===== config.mk =====
export PLATFORM = sky130hd
export DESIGN_NAME = rsnh_queue
export DESIGN_NICKNAME = d
export VERILOG_FILES = /design/src/rtl/ray_segment_nearest_hit_top_assert.svh /design/src/rtl/rsnh_pkg.sv /design/src/rtl/rsnh_queue.sv
export SDC_FILE = /design/constraint.sdc
export NUM_CORES = 1
export LEC_CHECK = 0
export BUFFER_PORTS_ARGS = -buffer_cell sky130_fd_sc_hd__buf_2
export CORE_UTILIZATION = 30
export CTS_CLUSTER_DIAMETER = 150
export DETAILED_ROUTE_END_ITERATION = 8
export GPL_TIMING_DRIVEN = 0
export PLACE_DENSITY = 0.5
export RECOVER_POWER = 100
export SYNTH_ARGS = -nofsm -noshare
export SYNTH_HDL_FRONTEND = slang
export SYNTH_SLANG_ARGS = --single-unit

===== constraint.sdc =====
create_clock -name clk -period 15.55 [get_ports clk]
set_clock_uncertainty 0.2 [all_clocks]
set_input_delay 1.555 -clock clk [delete_from_list [all_inputs] [get_ports clk]]
set_output_delay 1.555 -clock clk [all_outputs]
set_load 0.05 [all_outputs]

===== src/rtl/ray_segment_nearest_hit_top_assert.svh =====
// Assertion macros for the ray segment nearest hit block.
// Expects signals clk and arst_n in the scope of each use.
`ifndef RAY_SEGMENT_NEAREST_HIT_TOP_ASSERT_SVH
`define RAY_SEGMENT_NEAREST_HIT_TOP_ASSERT_SVH

// Same-cycle implication, checked out of reset
`define RSNH_ASSERT_IMP(lbl, ante, cons, msg) \
	lbl: assert property (@(posedge clk) disable iff (!arst_n) (ante) |-> (cons)) \
	else $error(msg);

// Next-cycle implication, checked out of reset
`define RSNH_ASSERT_NXT(lbl, ante, cons, msg) \
	lbl: assert property (@(posedge clk) disable iff (!arst_n) (ante) |=> (cons)) \
	else $error(msg);

`endif


===== src/rtl/rsnh_pkg.sv =====
// Shared types and constants for the ray segment nearest hit block.
// No dependencies; imported by every module of the block but rsnh_ram.
package rsnh_pkg;

	// configuration register indexes (paddr[3:2])
	localparam logic [1:0] REG_VIEWER_X = 2'd0;
	localparam logic [1:0] REG_VIEWER_Y = 2'd1;
	localparam logic [1:0] REG_ACTIVE   = 2'd2;
	localparam int         PADDR_W      = 4;

	// request actions
	localparam logic ACT_LOAD = 1'b0;
	localparam logic ACT_CAST = 1'b1;

	// quarter-wave sine polynomial, Q16 coefficients
	localparam logic [16:0] SIN_A     = 17'd102944;
	localparam logic [16:0] SIN_B     = 17'd42047;
	localparam logic [16:0] SIN_C     = 17'd4640;
	localparam logic [16:0] Q_ONE     = 17'd65536;
	localparam int          DIR_SCALE = 10;
	localparam logic [31:0] DIST_MAX  = 32'hFFFF_FFFF;

	typedef struct packed {
		logic               action;
		logic [5:0]         entry_index;
		logic signed [31:0] start_x;
		logic signed [31:0] start_y;
		logic signed [31:0] end_x;
		logic signed [31:0] end_y;
		logic [7:0]         wall_texture;
		logic [11:0]        ray_angle;
		logic [9:0]         ray_number;
	} req_t;

	typedef struct packed {
		logic [9:0]         ray_index;
		logic               hit;
		logic [31:0]        distance;
		logic signed [31:0] point_x;
		logic signed [31:0] point_y;
		logic [7:0]         hit_texture;
	} res_t;

	// one segment table word
	typedef struct packed {
		logic signed [31:0] start_x;
		logic signed [31:0] start_y;
		logic signed [31:0] end_x;
		logic signed [31:0] end_y;
		logic [7:0]         texture;
	} seg_t;

	// classified command passed from front to back
	typedef struct packed {
		logic        is_cast;
		logic [5:0]  slot;
		seg_t        seg;
		logic [1:0]  quad;
		logic [16:0] z;
		logic [9:0]  ray;
	} cmd_t;

	typedef struct packed {
		logic signed [31:0] viewer_x;
		logic signed [31:0] viewer_y;
		logic [6:0]         active_segments;
	} cfg_t;

endpackage


===== src/rtl/rsnh_queue.sv =====
// Two-entry command queue between front and back.
// Depends on rsnh_pkg.
module rsnh_queue (
	input  logic           clk,
	input  logic           arst_n,
	input  logic           push,
	input  rsnh_pkg::cmd_t push_data,
	output logic           full,
	input  logic           pop,
	output logic           valid,
	output rsnh_pkg::cmd_t pop_data
);
	import rsnh_pkg::*;

	cmd_t       entry_q [2];
	logic       wr_ptr_q;
	logic       rd_ptr_q;
	logic [1:0] count_q;

	assign full     = (count_q == 2'd2);
	assign valid    = (count_q != 2'd0);
	assign pop_data = entry_q[rd_ptr_q];

	// advance pointers and count
	always_ff @(posedge clk or negedge arst_n) begin
		if (!arst_n) begin
			wr_ptr_q <= 1'b0;
			rd_ptr_q <= 1'b0;
			count_q  <= 2'd0;
		end else begin
			if (push) begin
				wr_ptr_q <= !wr_ptr_q;
			end
			if (pop) begin
				rd_ptr_q <= !rd_ptr_q;
			end
			if (push && !pop) begin
				count_q <= count_q + 2'd1;
			end else if (pop && !push) begin
				count_q <= count_q - 2'd1;
			end
		end
	end

	// store pushed commands
	always_ff @(posedge clk) begin
		if (push) begin
			entry_q[wr_ptr_q] <= push_data;
		end
	end

endmodule


======== Word level (Yosys, flattened, before mapping) ========
Memories as Yosys holds them, arrays and structs flattened.
Index checks and enable logic that the tools add are counted.
word-level totals
  bits in registers ....................... 4
  memory bits (writable) .................. 344
  bits of input ports ..................... 176
  output and inout port bits .............. 174
  word-level logic and storage cells ...... 19
  memories ................................ 1
memories
  name     words  width  rd ports  clocked after memory_dff  write ports  line              source
  entry_q  2      172    1         0                         1            rsnh_queue.sv:15  cmd_t entry_q [2];
operators by class
  $add $sub $neg .......................... 2
  eq/ne operators ......................... 1
  mux-type cells .......................... 4
  reductions and logical operators ........ 8
operators with widths
  cell                                                                 count
  1-bit logical NOT                                                    4
  2-bit two-way mux                                                    2
  2-bit nonzero test                                                   2
  2-bit by 1-bit adder with 2-bit output (second input constant)       1
  2-bit == test (second input constant)                                1
  1-bit logical AND                                                    2
  1-bit two-way mux                                                    2
  2-bit by 1-bit subtractor with 2-bit output (second input constant)  1

======== Depth between registers and ports, before layout ========
Gate-level depths: netlist of run 1.
  word-level depth ........................ 4
  mapped depth ............................ 5
  depth with buffers taken out ............ 5

======== Worst setup path after synthesis of run 1 ========
No wires, ideal clock.
  kind .................................... input to register
  from .................................... input port push
  to ...................................... memory entry_q[0][0] (netlist name), enable pin
  library setup time ...................... 727 ps
  arrival time ............................ 8983 ps
  required time ........................... 14623 ps
  setup slack ............................. 5640 ps
  cell stages on the path ................. 1
  buffers on the path ..................... 0
  path through ............................ nor2b_1
between the ends
  longest elaborated chain between the ends .. 2
RTL lines
  element                                  line              source
  start: declaration                       rsnh_queue.sv:6   input logic push,
  1-bit two-way mux                        rsnh_queue.sv:47  if (push) begin
  1-bit two-way mux (not written as such)  rsnh_queue.sv:48  entry_q[wr_ptr_q] <= push_data;
  end: declaration                         rsnh_queue.sv:15
No other way between the ends.

======== Final worst setup path of run 1 ========
  from .................................... input port push
  to ...................................... memory entry_q[0][151] (netlist name), enable pin
Same word-level chain as after synthesis.

==> results.py, run 1 <==
metrics = {
    "drt": {
        "total_via_count_in_the_routed_design": 6490,
        "totalWireLength_um": 27500,
        "drt-pass1-iter-count": 4,
        "drc_errors": 0,
        "wl_per_cell_um": 18.1,
        "postRouteAntennaNets": 0,
        "drtIter0Drc": 228,
        "routed_via_density": 4.28,
    },
    "clocking": {
        "cts.repair.resized": 0,
        "clock_latency_ns": 0.53,
        "cts_inserted_buffers": 39,
        "post_cts_buffers": 0,
        "cts.sinks": 348,
        "tritoncts": "yes",
        "worst_setup_hold_path_clk_slew_ns": 0.05,
        "maximum_buffer_depth_of_the_clock_tree": 3,
        "cts_root_buffer": "sky130_fd_sc_hd__clkbuf_16",
        "cts.hold.buffers_added": 0,
        "cts.htree.levels": 2,
    },
    "final_layout": {
        "stdcell_count": 1517,
        "design.final.nets": 1128,
        "area_growth_pct": 25.2,
        "postLayoutCoreUtil_pct": 38.0,
        "layout-drive-gt1-share_pct": 36.4,
    },
    "place": {
        "io_buffers": 349,
        "place_ws_ns": 12.26,
        "dpl.hpwl_um": 18800,
        "routabilityCongestion": 0.712,
        "placed_cells_incl_taps": 1449,
    },
    "power": {
        "power_switching_share_pct": 40.9,
        "power_frac_comb_pct": 38.9,
        "reported_leakage_power_nw": 5.39,
        "power.share.sequential_pct": 36.7,
        "power_report.internal_total_mw": 2.08,
        "total_switching_power_mw": 1.44,
        "pwr-share-clk_pct": 24.4,
        "vdd_ir_drop_max_mv": 0.109,
        "power.density_nw_per_um2": 221,
    },
    "sta": {
        "rsz0062_at_grt": "no",
        "max_freq_ghz": 0.166,
        "slew-limit-headroom_pct": -127,
        "min_period_over_period_pct": 38.7,
        "worst_pin_slew_ns": 3.41,
        "final.setup.worst_slack_ns": 9.53,
        "final-max-slew-violation-count": 287,
        "final-setup-viol-count": 0,
        "final.min_clock_period_ns": 6.02,
        "hold_viol": 0,
    },
    "yosys": {
        "yosys_warnings": 0,
        "syn_nets": 728,
        "syn-instance-count": 551,
        "ys_seq_area_share_pct": 82.1,
        "synth_seq_cells": 348,
        "post_synth_instance_area_um2": 12700,
        "synth.avg_cell_area_um2": 23.1,
        "synth_cell_types": 13,
    },
    "critical_path": {
        "worst_path_max_delay_cell": "sky130_fd_sc_hd__clkbuf_1",
        "timing.critical_path.required_ns": 15.48,
        "critPathArrivalTime_ns": 5.95,
        "cp_top_family": "buffers and inverters",
        "crit_top_cell": "sky130_fd_sc_hd__clkbuf_1",
        "critical_path.startpoint_type": "input port",
        "critical_path.max_stage_delay_ns": 1.25,
        "criticalPathCategory": "in -> reg",
        "timing.critical_path.buf_inv": 4,
        "endpoint_kind": "flip-flop",
        "worstPathCellList": "clkbuf_1, nor2b_1, clkbuf_1, clkbuf_1, clkbuf_1",
        "critical_path.max_fanout": 26,
    },
    "global_route": {
        "first_global_vias": 6818,
        "globalRouteTotalUtil_pct": 12.5,
        "grt_first_pass_wirelength_um": 40300,
        "antenna_found_initial": 1,
        "largest_net_degree_at_the_start_of_global_routing": 57,
        "grt-ovfl-total": 0,
    },
    "die": {
        "placementRows": 75,
        "ios": 350,
        "floorplan.die_area_um2": 43200,
        "initial_core_util_pct": 30.4,
        "die_y_um": 208,
        "core_area_um2": 41900,
        "dieWidth_um": 208,
    },
    "run_status": {
        "failed_checks": "max-capacitance violations, max-slew violations",
        "run_status": "finished, violations left",
    },
    "min_path": {
        "worst_hold_path_type": "reg -> reg",
    },
    "run": {
        "max_cap_violations": 8,
    },
}
[worst paths after layout]
path                       depth (start not counted)                    from  slack, ns                   endpoint
max                                                5                    push       9.53  entry_q[0][151]$_DFFE_PP_
min                                                1  count_q[1]$_DFFE_PN0P_       0.27     count_q[1]$_DFFE_PN0P_
max reg2reg                                        4    wr_ptr_q$_DFFE_PN0P_      10.35  entry_q[0][151]$_DFFE_PP_
min reg2reg                                        1  count_q[1]$_DFFE_PN0P_       0.27     count_q[1]$_DFFE_PN0P_
max in group asynchronous                          1                  arst_n      14.30     count_q[0]$_DFFE_PN0P_
min in group asynchronous                          1                  arst_n       0.65       wr_ptr_q$_DFFE_PN0P_
[worst reg2reg max path, cell delays in order (launching register included)]
cell,delay [ns]
sky130_fd_sc_hd__dfrtp_1,0.41
sky130_fd_sc_hd__nor2b_1,0.59
sky130_fd_sc_hd__clkbuf_1,1.09
sky130_fd_sc_hd__clkbuf_1,1.23
sky130_fd_sc_hd__clkbuf_1,1.27
[cell families (layout without fill, tap and decap cells)]
logic type,Yosys count,after routing,share of synthesized area [%]
DFF,348,348,82.1
adders and majority gates,1,1,0.0985
and+or+nand+nor,5,5,0.227
buffers and inverters,20,446,1.99
other,0,1,0
muxes,172,172,15.2
xor gates and xnor gates,5,5,0.345
[layer usage]
layer / vias to the layer above / part of all wire, % / track usage, %
li1: 3003 / - / -
met1: 3229 / 39 / 14.1
met2: 215 / 51 / 21.3
met3: 43 / 7.3 / 4.18
met4: 0 / 2.6 / 5.52
met5: - / 0 / 0
[registers in the layout, summed over array words and instances (netlist names)]
| signal | count |
|---|---|
| entry_q | 344 |
| count_q | 2 |
| rd_ptr_q | 1 |
| wr_ptr_q | 1 |
[power groups by stage]
stage	logic [mW]	registers [mW]	clock network, mW
4_1_cts	1.53	1.28	0.893
2_1_floorplan	1.14	1.33	0
3_5_place_dp	1.52	1.30	0
6_report	1.37	1.29	0.856
3_3_place_gp	1.48	1.38	0
5_1_grt	1.44	1.31	0.925
[per-stage QoR]
| step | instance area (um^2) | hold WS [ns] | power [mW] | setup TNS, ns |
|---|---|---|---|---|
| final | 15900 | 0.272 | 3.51 | 0 |
| after global routing | 15900 | 0.310 | 3.67 | 0 |
| after CTS | 16500 | 0.274 | 3.70 | 0 |
| after detailed placement | 15400 | 0.263 | 2.82 | 0 |
| after global placement | 15100 | 0.266 | 2.86 | -44.34 |
| after floorplan | 12700 | 0.247 | 2.48 | 0 |
[layout by cell type (no fill, tap or decap)]
cell type,count
sky130_fd_sc_hd__clkinv_1,9
sky130_fd_sc_hd__xnor2_1,1
sky130_fd_sc_hd__mux2_1,1
sky130_fd_sc_hd__bufinv_16,2
sky130_fd_sc_hd__dfrtp_1,4
sky130_fd_sc_hd__or2_2,1
sky130_fd_sc_hd__buf_1,1
sky130_fd_sc_hd__ha_1,1
sky130_fd_sc_hd__clkbuf_1,251
sky130_fd_sc_hd__and2_0,1
sky130_fd_sc_hd__mux2_2,171
sky130_fd_sc_hd__nor2b_1,2
sky130_fd_sc_hd__clkinv_4,1
sky130_fd_sc_hd__edfxtp_1,344
sky130_fd_sc_hd__xor2_1,4
sky130_fd_sc_hd__inv_1,1
sky130_fd_sc_hd__clkbuf_16,41
sky130_fd_sc_hd__nor2_1,1
sky130_fd_sc_hd__clkinv_2,3
sky130_fd_sc_hd__diode_2,1
sky130_fd_sc_hd__buf_2,137
[cell usage after synthesis (all sizes together)]
cell type    n  share of area [%]
mux2       172                 15
edfxtp     344                 81
inv          1              0.030
and2         1              0.049
ha           1              0.098
dfrtp        4               0.79
or2          1              0.049
clkbuf      14                1.5
nor2b        2              0.098
nor2         1              0.030
buf          5               0.44
xor2         4               0.28
xnor2        1              0.069
[final cells by class]
| class | count | area [um^2] |
|---|---|---|
| inverters | 1 | 3.75 |
| plain buffers | 19 | 71.3 |
| clock inverters | 15 | 118 |
| multi-input cells | 183 | 2020 |
| clock buffers | 52 | 1070 |
| fillers | 4053 | 25900 |
| diodes | 1 | 2.50 |
| repair buffers | 359 | 1520 |
| flip-flops and latches | 348 | 10400 |
| well taps | 539 | 674 |
Power figures use the tool's default switching activity.
==> run 2, diff against run 1 <==
--- a/config.mk
+++ b/config.mk
@@ -5,12 +5,13 @@
 export SDC_FILE = /design/constraint.sdc
 export NUM_CORES = 1
 export LEC_CHECK = 0
+export ABC_AREA = 1
 export BUFFER_PORTS_ARGS = -buffer_cell sky130_fd_sc_hd__buf_2
 export CORE_UTILIZATION = 30
 export CTS_CLUSTER_DIAMETER = 150
 export DETAILED_ROUTE_END_ITERATION = 8
 export GPL_TIMING_DRIVEN = 0
-export PLACE_DENSITY = 0.5
+export PLACE_DENSITY = 0.51
 export RECOVER_POWER = 100
 export SYNTH_ARGS = -nofsm -noshare
 export SYNTH_HDL_FRONTEND = slang
==> constraint.sdc (replaced) <==
create_clock -name clk -period 5.48 [get_ports clk]
set_clock_uncertainty 0.2 [all_clocks]
set_input_delay 0.548 -clock clk [delete_from_list [all_inputs] [get_ports clk]]
set_output_delay 0.548 -clock clk [all_outputs]
set_load 0.05 [all_outputs]
==> results.py, run 2 <==
metrics = {
    "drt": {
        "drt-pass1-iter-count": 4,
        "total_via_count_in_the_routed_design": 7164,
        "postRouteAntennaNets": 0,
        "totalWireLength_um": 27500,
        "wl_per_cell_um": 16.2,
        "drc_errors": 0,
        "routed_via_density": 4.22,
        "drtIter0Drc": 263,
    },
    "sta": {
        "final.min_clock_period_ns": 3.67,
        "hold_viol": 0,
        "max_freq_ghz": 0.272,
        "whs_ns": 0.0535,
        "final.setup.worst_slack_ns": 1.81,
        "final-max-slew-violation-count": 114,
        "min_period_over_period_pct": 67.0,
        "slew-limit-headroom_pct": -77.4,
        "rsz0062_at_grt": "no",
        "final-setup-viol-count": 0,
        "worst_pin_slew_ns": 2.66,
    },
    "final_layout": {
        "area_growth_pct": 39.9,
        "layout-drive-gt1-share_pct": 27.9,
        "largestRegisters": "entry_q: 344 flops, count_q: 2 flops",
        "most-common-layout-cells": "344 x sky130_fd_sc_hd__edfxtp_1, 280 x sky130_fd_sc_hd__clkbuf_1, 174 x sky130_fd_sc_hd__dlygate4sd3_1",
        "postLayoutCoreUtil_pct": 42.5,
        "layout.cell_area.non_filler_um2": 17800,
        "mostFrequentLayoutCell": "sky130_fd_sc_hd__edfxtp_1",
        "final.fill_count": 3919,
        "largest_reg_flops": 344,
        "registers.top_by_ff_count": "entry_q",
        "design.final.nets": 1309,
    },
    "yosys": {
        "synthDominantAreaCellType": "sky130_fd_sc_hd__edfxtp_1",
        "synth_edf_count": 344,
        "synth.avg_cell_area_um2": 22.7,
        "yosys_warnings": 0,
        "synth.area.top_cells": "sky130_fd_sc_hd__edfxtp_1 81%, sky130_fd_sc_hd__mux2_2 15%, sky130_fd_sc_hd__clkbuf_8 1.5%, sky130_fd_sc_hd__dfrtp_1 0.79%, sky130_fd_sc_hd__buf_6 0.44%",
        "synth_seq_cells": 348,
        "synth_cell_types": 13,
        "ys_seq_area_share_pct": 82.0,
        "synth.most_common_cell": "sky130_fd_sc_hd__edfxtp_1",
        "async_flop_share_pct": 1.15,
        "post_synth_instance_area_um2": 12700,
        "ys_dominant_reg_cell": "sky130_fd_sc_hd__edfxtp_1",
        "netlist_top_cells_count": "344 x sky130_fd_sc_hd__edfxtp_1, 172 x sky130_fd_sc_hd__mux2_2, 14 x sky130_fd_sc_hd__clkbuf_8",
        "syn-instance-count": 560,
        "syn_nets": 737,
        "yosysTopAreaCellShare_pct": 81.2,
    },
    "clocking": {
        "cts_root_buffer": "sky130_fd_sc_hd__clkbuf_16",
        "cts.repair.resized": 0,
        "worst_setup_hold_path_clk_slew_ns": 0.06,
        "maximum_buffer_depth_of_the_clock_tree": 3,
        "cts.sinks": 348,
        "cts_inserted_buffers": 39,
        "clock_latency_ns": 0.53,
        "tritoncts": "yes",
        "cts.htree.levels": 2,
    },
    "place": {
        "dpl.hpwl_um": 17900,
        "io_buffers": 349,
        "placed_cell_area_um2": 15300,
        "routabilityCongestion": 0.701,
        "place_ws_ns": 2.67,
    },
    "power": {
        "pwr-share-clk_pct": 25.2,
        "vdd_ir_drop_max_mv": 0.292,
        "power_switching_share_pct": 40.2,
        "power.density_nw_per_um2": 576,
        "total_switching_power_mw": 4.13,
        "power.share.sequential_pct": 35.5,
        "power_frac_comb_pct": 39.3,
        "reported_leakage_power_nw": 6.13,
        "power_report.internal_total_mw": 6.13,
        "finalPower_mw": 10.3,
    },
    "min_path": {
        "worst_hold_path.num_cells": 2,
        "worst_hold_path_type": "in -> reg",
    },
    "global_route": {
        "globalRouteTotalUtil_pct": 12.9,
        "antenna_found_initial": 1,
        "first_global_vias": 7769,
        "grt-ovfl-total": 0,
        "grt_first_pass_wirelength_um": 42900,
        "largest_net_degree_at_the_start_of_global_routing": 95,
    },
    "die": {
        "placementRows": 75,
        "floorplan.die_area_um2": 43200,
        "ios": 350,
        "dieWidth_um": 208,
        "initial_core_util_pct": 30.4,
        "die_y_um": 208,
        "core_area_um2": 41900,
    },
    "critical_path": {
        "r2r_cells": 3,
        "worst_path_max_delay_cell": "sky130_fd_sc_hd__clkbuf_2",
        "critical_path.max_fanout": 94,
        "critPathArrivalTime_ns": 3.57,
        "timing.critical_path.buf_inv": 2,
        "critical_path.startpoint_type": "flip-flop",
        "critical_path.max_stage_delay_ns": 1.88,
        "endpoint_kind": "flip-flop",
        "worstPathCellList": "nand2_1, inv_8, clkbuf_2",
        "cp_top_family": "buffers and inverters",
        "timing.critical_path.required_ns": 5.37,
        "levels_on_crit_path": 3,
        "criticalPathCategory": "reg -> reg",
    },
    "run_status": {
        "failed_checks": "max-capacitance violations, max-slew violations",
        "run_status": "finished, violations left",
    },
    "run": {
        "max_cap_violations": 2,
    },
}
## run 2: worst reg2reg max path, stage by stage, from the launching register on
cell                       delay (ns)
sky130_fd_sc_hd__dfrtp_1         0.38
sky130_fd_sc_hd__nand2_1         0.14
sky130_fd_sc_hd__inv_8           0.42
sky130_fd_sc_hd__clkbuf_2        1.89
## run 2: per-layer routing
metal  share of wire, %  global-route usage, %  vias up
met5                  0                      0        -
met4                2.6                   5.31        0
met3                7.4                   4.32       46
met2                 49                   21.5      231
met1                 41                   15.2     3523
li1                   -                      -     3364
## run 2: cell type report
class	instances	area, um^2	share of cell area [%]
diodes	1	2.50	0.0141
plain buffers	19	71.3	0.401
repair buffers	531	3300	18.6
inverters	7	33.8	0.190
clock inverters	22	225	1.27
multi-input cells	186	2020	11.3
flip-flops and latches	348	10400	58.6
well taps	539	674	3.79
clock buffers	46	1040	5.87
## run 2: final timing paths
check | from | slack, ns | endpoint
min reg2reg | count_q[1]$_DFFE_PN0P_ | 0.28 | count_q[1]$_DFFE_PN0P_
max | wr_ptr_q$_DFFE_PN0P_ | 1.81 | entry_q[1][150]$_DFFE_PP_
min in group asynchronous | arst_n | 0.20 | count_q[0]$_DFFE_PN0P_
max in group asynchronous | arst_n | 4.68 | count_q[1]$_DFFE_PN0P_
min | push | 0.05 | wr_ptr_q$_DFFE_PN0P_
max reg2reg | wr_ptr_q$_DFFE_PN0P_ | 1.81 | entry_q[1][150]$_DFFE_PP_
## run 2: repair_timing
| action | in CTS | in global routing |
|---|---|---|
| buffers inserted | 0 | 0 |
| hold buffers | 174 | 0 |
| setup endpoints to repair | 0 | 0 |
| hold endpoints to repair | 349 | 0 |
## run 2: power groups by stage
stage | Combinational [mW] | Clock [mW] | Sequential, mW
detailed placement | 4.28 | 0 | 3.68
global route | 4.24 | 2.78 | 3.68
floorplan | 3.24 | 0 | 3.72
finish | 4.03 | 2.59 | 3.63
CTS | 4.40 | 2.68 | 3.63
global placement | 4.20 | 0 | 3.79
## run 2: through the flow
| stage | TNS [ns] | instances |
|---|---|---|
| after floorplan | 0 | 560 |
| after global placement | -349.89 | 1448 |
| after detailed placement | 0 | 1456 |
| after CTS | 0 | 1698 |
| after global routing | 0 | 1699 |
| final | 0 | 1699 |
## run 2: kinds of logic after synthesis
group / after synthesis / synth area share, %
flip-flops: 348 / 82.0
multiplexers: 172 / 15.2
buffers and inverters: 26 / 2.16
AND/OR/NAND/NOR: 10 / 0.325
XOR/XNOR: 3 / 0.207
adder cells (fa/ha/maj): 1 / 0.0983
==> run 3, diff against run 2 <==
--- a/config.mk
+++ b/config.mk
@@ -11,7 +11,7 @@
 export CTS_CLUSTER_DIAMETER = 150
 export DETAILED_ROUTE_END_ITERATION = 8
 export GPL_TIMING_DRIVEN = 0
-export PLACE_DENSITY = 0.51
+export PLACE_DENSITY = 0.5
 export RECOVER_POWER = 100
 export SYNTH_ARGS = -nofsm -noshare
 export SYNTH_HDL_FRONTEND = slang
==> constraint.sdc (replaced) <==
create_clock -name clk -period 3.7 [get_ports clk]
set_clock_uncertainty 0.2 [all_clocks]
set_input_delay 0.37 -clock clk [delete_from_list [all_inputs] [get_ports clk]]
set_output_delay 0.37 -clock clk [all_outputs]
set_load 0.05 [all_outputs]
==> results.py, run 3 (synthesized netlist as in run 2, its figures left out) <==
metrics = {
    "sta": {
        "max_freq_ghz": 0.336,
        "final.min_clock_period_ns": 2.98,
        "slew-limit-headroom_pct": 41.2,
        "min_period_over_period_pct": 80.5,
        "whs_ns": 0.293,
        "rsz0062_at_grt": "no",
        "worst_pin_slew_ns": 0.882,
        "final-setup-viol-count": 0,
        "final-max-slew-violation-count": 0,
        "hold_viol": 0,
    },
    "global_route": {
        "first_global_vias": 7691,
        "antenna_found_initial": 2,
        "grt-ovfl-total": 0,
        "globalRouteTotalUtil_pct": 12.9,
        "grt_first_pass_wirelength_um": 42600,
        "largest_net_degree_at_the_start_of_global_routing": 37,
    },
    "final_layout": {
        "postLayoutCoreUtil_pct": 42.6,
        "area_growth_pct": 40.3,
        "most-common-layout-cells": "344 x sky130_fd_sc_hd__edfxtp_1, 244 x sky130_fd_sc_hd__clkbuf_1, 176 x sky130_fd_sc_hd__dlygate4sd3_1",
        "registers.top_by_ff_count": "entry_q",
        "largestRegisters": "entry_q: 344 flops, count_q: 2 flops",
        "stdcell_count": 1705,
        "largest_reg_flops": 344,
        "design.final.nets": 1315,
        "layout.cell_area.non_filler_um2": 17800,
        "layout-drive-gt1-share_pct": 31.4,
        "mostFrequentLayoutCell": "sky130_fd_sc_hd__edfxtp_1",
    },
    "power": {
        "reported_leakage_power_nw": 6.23,
        "power_report.internal_total_mw": 8.87,
        "power_frac_comb_pct": 40.7,
        "power.share.sequential_pct": 35.8,
        "power_switching_share_pct": 40.8,
        "total_switching_power_mw": 6.11,
        "power.density_nw_per_um2": 839,
        "pwr-share-clk_pct": 23.5,
        "vdd_ir_drop_max_mv": 0.524,
    },
    "min_path": {
        "hold_path.startpoint": "count_q[1]$_DFFE_PN0P_",
        "worst_hold_path_type": "reg -> reg",
    },
    "place": {
        "io_buffers": 349,
        "dpl.hpwl_um": 19100,
        "placed_cell_area_um2": 15400,
        "placed_cells_incl_taps": 1460,
        "routabilityCongestion": 0.709,
    },
    "drt": {
        "drc_errors": 0,
        "totalWireLength_um": 28300,
        "postRouteAntennaNets": 0,
        "wl_per_cell_um": 16.6,
        "total_via_count_in_the_routed_design": 7195,
        "drt-pass1-iter-count": 7,
        "drtIter0Drc": 230,
        "routed_via_density": 4.22,
    },
    "critical_path": {
        "criticalPathCategory": "reg -> out",
        "cp-startpoint": "rd_ptr_q$_DFFE_PN0P_",
        "critical_path.max_fanout": 10,
        "regToRegStartpoint": "wr_ptr_q$_DFFE_PN0P_",
        "endpoint_kind": "output pin",
        "timing.critical_path.required_ns": 3.13,
        "critical_path.startpoint_type": "flip-flop",
        "critPathArrivalTime_ns": 2.41,
    },
    "run": {
        "max_cap_violations": 0,
    },
    "clocking": {
        "cts_root_buffer": "sky130_fd_sc_hd__clkbuf_16",
        "maximum_buffer_depth_of_the_clock_tree": 3,
        "cts.htree.levels": 2,
        "worst_setup_hold_path_clk_slew_ns": 0.06,
        "cts_inserted_buffers": 39,
        "cts.sinks": 348,
        "tritoncts": "yes",
        "cts.repair.resized": 0,
        "clock_latency_ns": 0.53,
    },
    "die": {
        "initial_core_util_pct": 30.4,
        "core_area_um2": 41900,
        "placementRows": 75,
        "die_y_um": 208,
        "ios": 350,
        "dieWidth_um": 208,
        "floorplan.die_area_um2": 43200,
    },
    "run_status": {
        "run_status": "finished clean",
    },
}
-- run 3: changes by cell type in the layout (fill, tap and decap cells not counted), moves of 2 or more --
| cell | change |
|---|---|
| sky130_fd_sc_hd__buf_2 | +42 |
| sky130_fd_sc_hd__clkbuf_1 | -36 |
| sky130_fd_sc_hd__bufinv_16 | -4 |
| sky130_fd_sc_hd__buf_12 | +3 |
| sky130_fd_sc_hd__buf_6 | +2 |
| sky130_fd_sc_hd__clkbuf_2 | -2 |
| sky130_fd_sc_hd__dlygate4sd3_1 | +2 |
| sky130_fd_sc_hd__mux2_1 | -2 |
| sky130_fd_sc_hd__mux2_2 | +2 |
-- run 3: path summary, 6_finish.rpt --
kind / endpoint / slack, ns / cells after the start
min: count_q[1]$_DFFE_PN0P_ / 0.29 / 2
min reg2reg: count_q[1]$_DFFE_PN0P_ / 0.29 / 2
max in group asynchronous: wr_ptr_q$_DFFE_PN0P_ / 2.57 / 3
max: pop_data[141] / 0.72 / 4
max reg2reg: entry_q[1][144]$_DFFE_PP_ / 0.98 / 4
min in group asynchronous: count_q[0]$_DFFE_PN0P_ / 0.56 / 3
-- run 3: cell type report --
| type | instances | area (um^2) |
|---|---|---|
| antenna | 2 | 5.00 |
| buffer | 19 | 86.3 |
| clock buffer | 50 | 1060 |
| clock inverter | 17 | 97.6 |
| fill | 3941 | 24000 |
| inverter | 7 | 30.0 |
| multi-input combinational | 186 | 2020 |
| sequential | 348 | 10400 |
| tap | 539 | 674 |
| timing repair buffer | 537 | 3440 |
-- run 3: through the flow --
step / setup slack, ns / TNS [ns] / power, mW
2_1_floorplan: 0.0395 / 0 / 10.3
3_3_place_gp: -2.13 / -688.64 / 11.8
3_5_place_dp: 1.24 / 0 / 11.9
4_1_cts: 1.12 / 0 / 15.6
5_1_grt: 0.551 / 0 / 15.6
6_report: 0.721 / 0 / 15.0
-- run 3: power by group through the flow --
| stage | Sequential (mW) | Combinational [mW] | Clock [mW] |
|---|---|---|---|
| final | 5.37 | 6.10 | 3.52 |
| after detailed placement | 5.45 | 6.42 | 0 |
| after floorplan | 5.49 | 4.80 | 0 |
| after global routing | 5.43 | 6.40 | 3.80 |
| after global placement | 5.57 | 6.25 | 0 |
| after CTS | 5.37 | 6.59 | 3.66 |
-- run 3: timing repair --
item	4_1_cts	5_1_grt
buffers inserted	0	0
endpoints found under the hold margin	350	0
hold buffers	176	0
-- run 3: layer usage --
layer / global-route usage (%) / share of wire [%]
met5: 0 / 0
met4: 5.34 / 2.7
met3: 3.83 / 6.6
met2: 21.5 / 49
met1: 15.6 / 42
-- run 3: worst max-delay path, cell delays in order, from the launching register on --
cell and delay, ns:
sky130_fd_sc_hd__dfrtp_1 0.37, sky130_fd_sc_hd__buf_6 0.22, sky130_fd_sc_hd__clkbuf_1 0.49, sky130_fd_sc_hd__mux2_2 0.27
sky130_fd_sc_hd__clkbuf_1 0.52
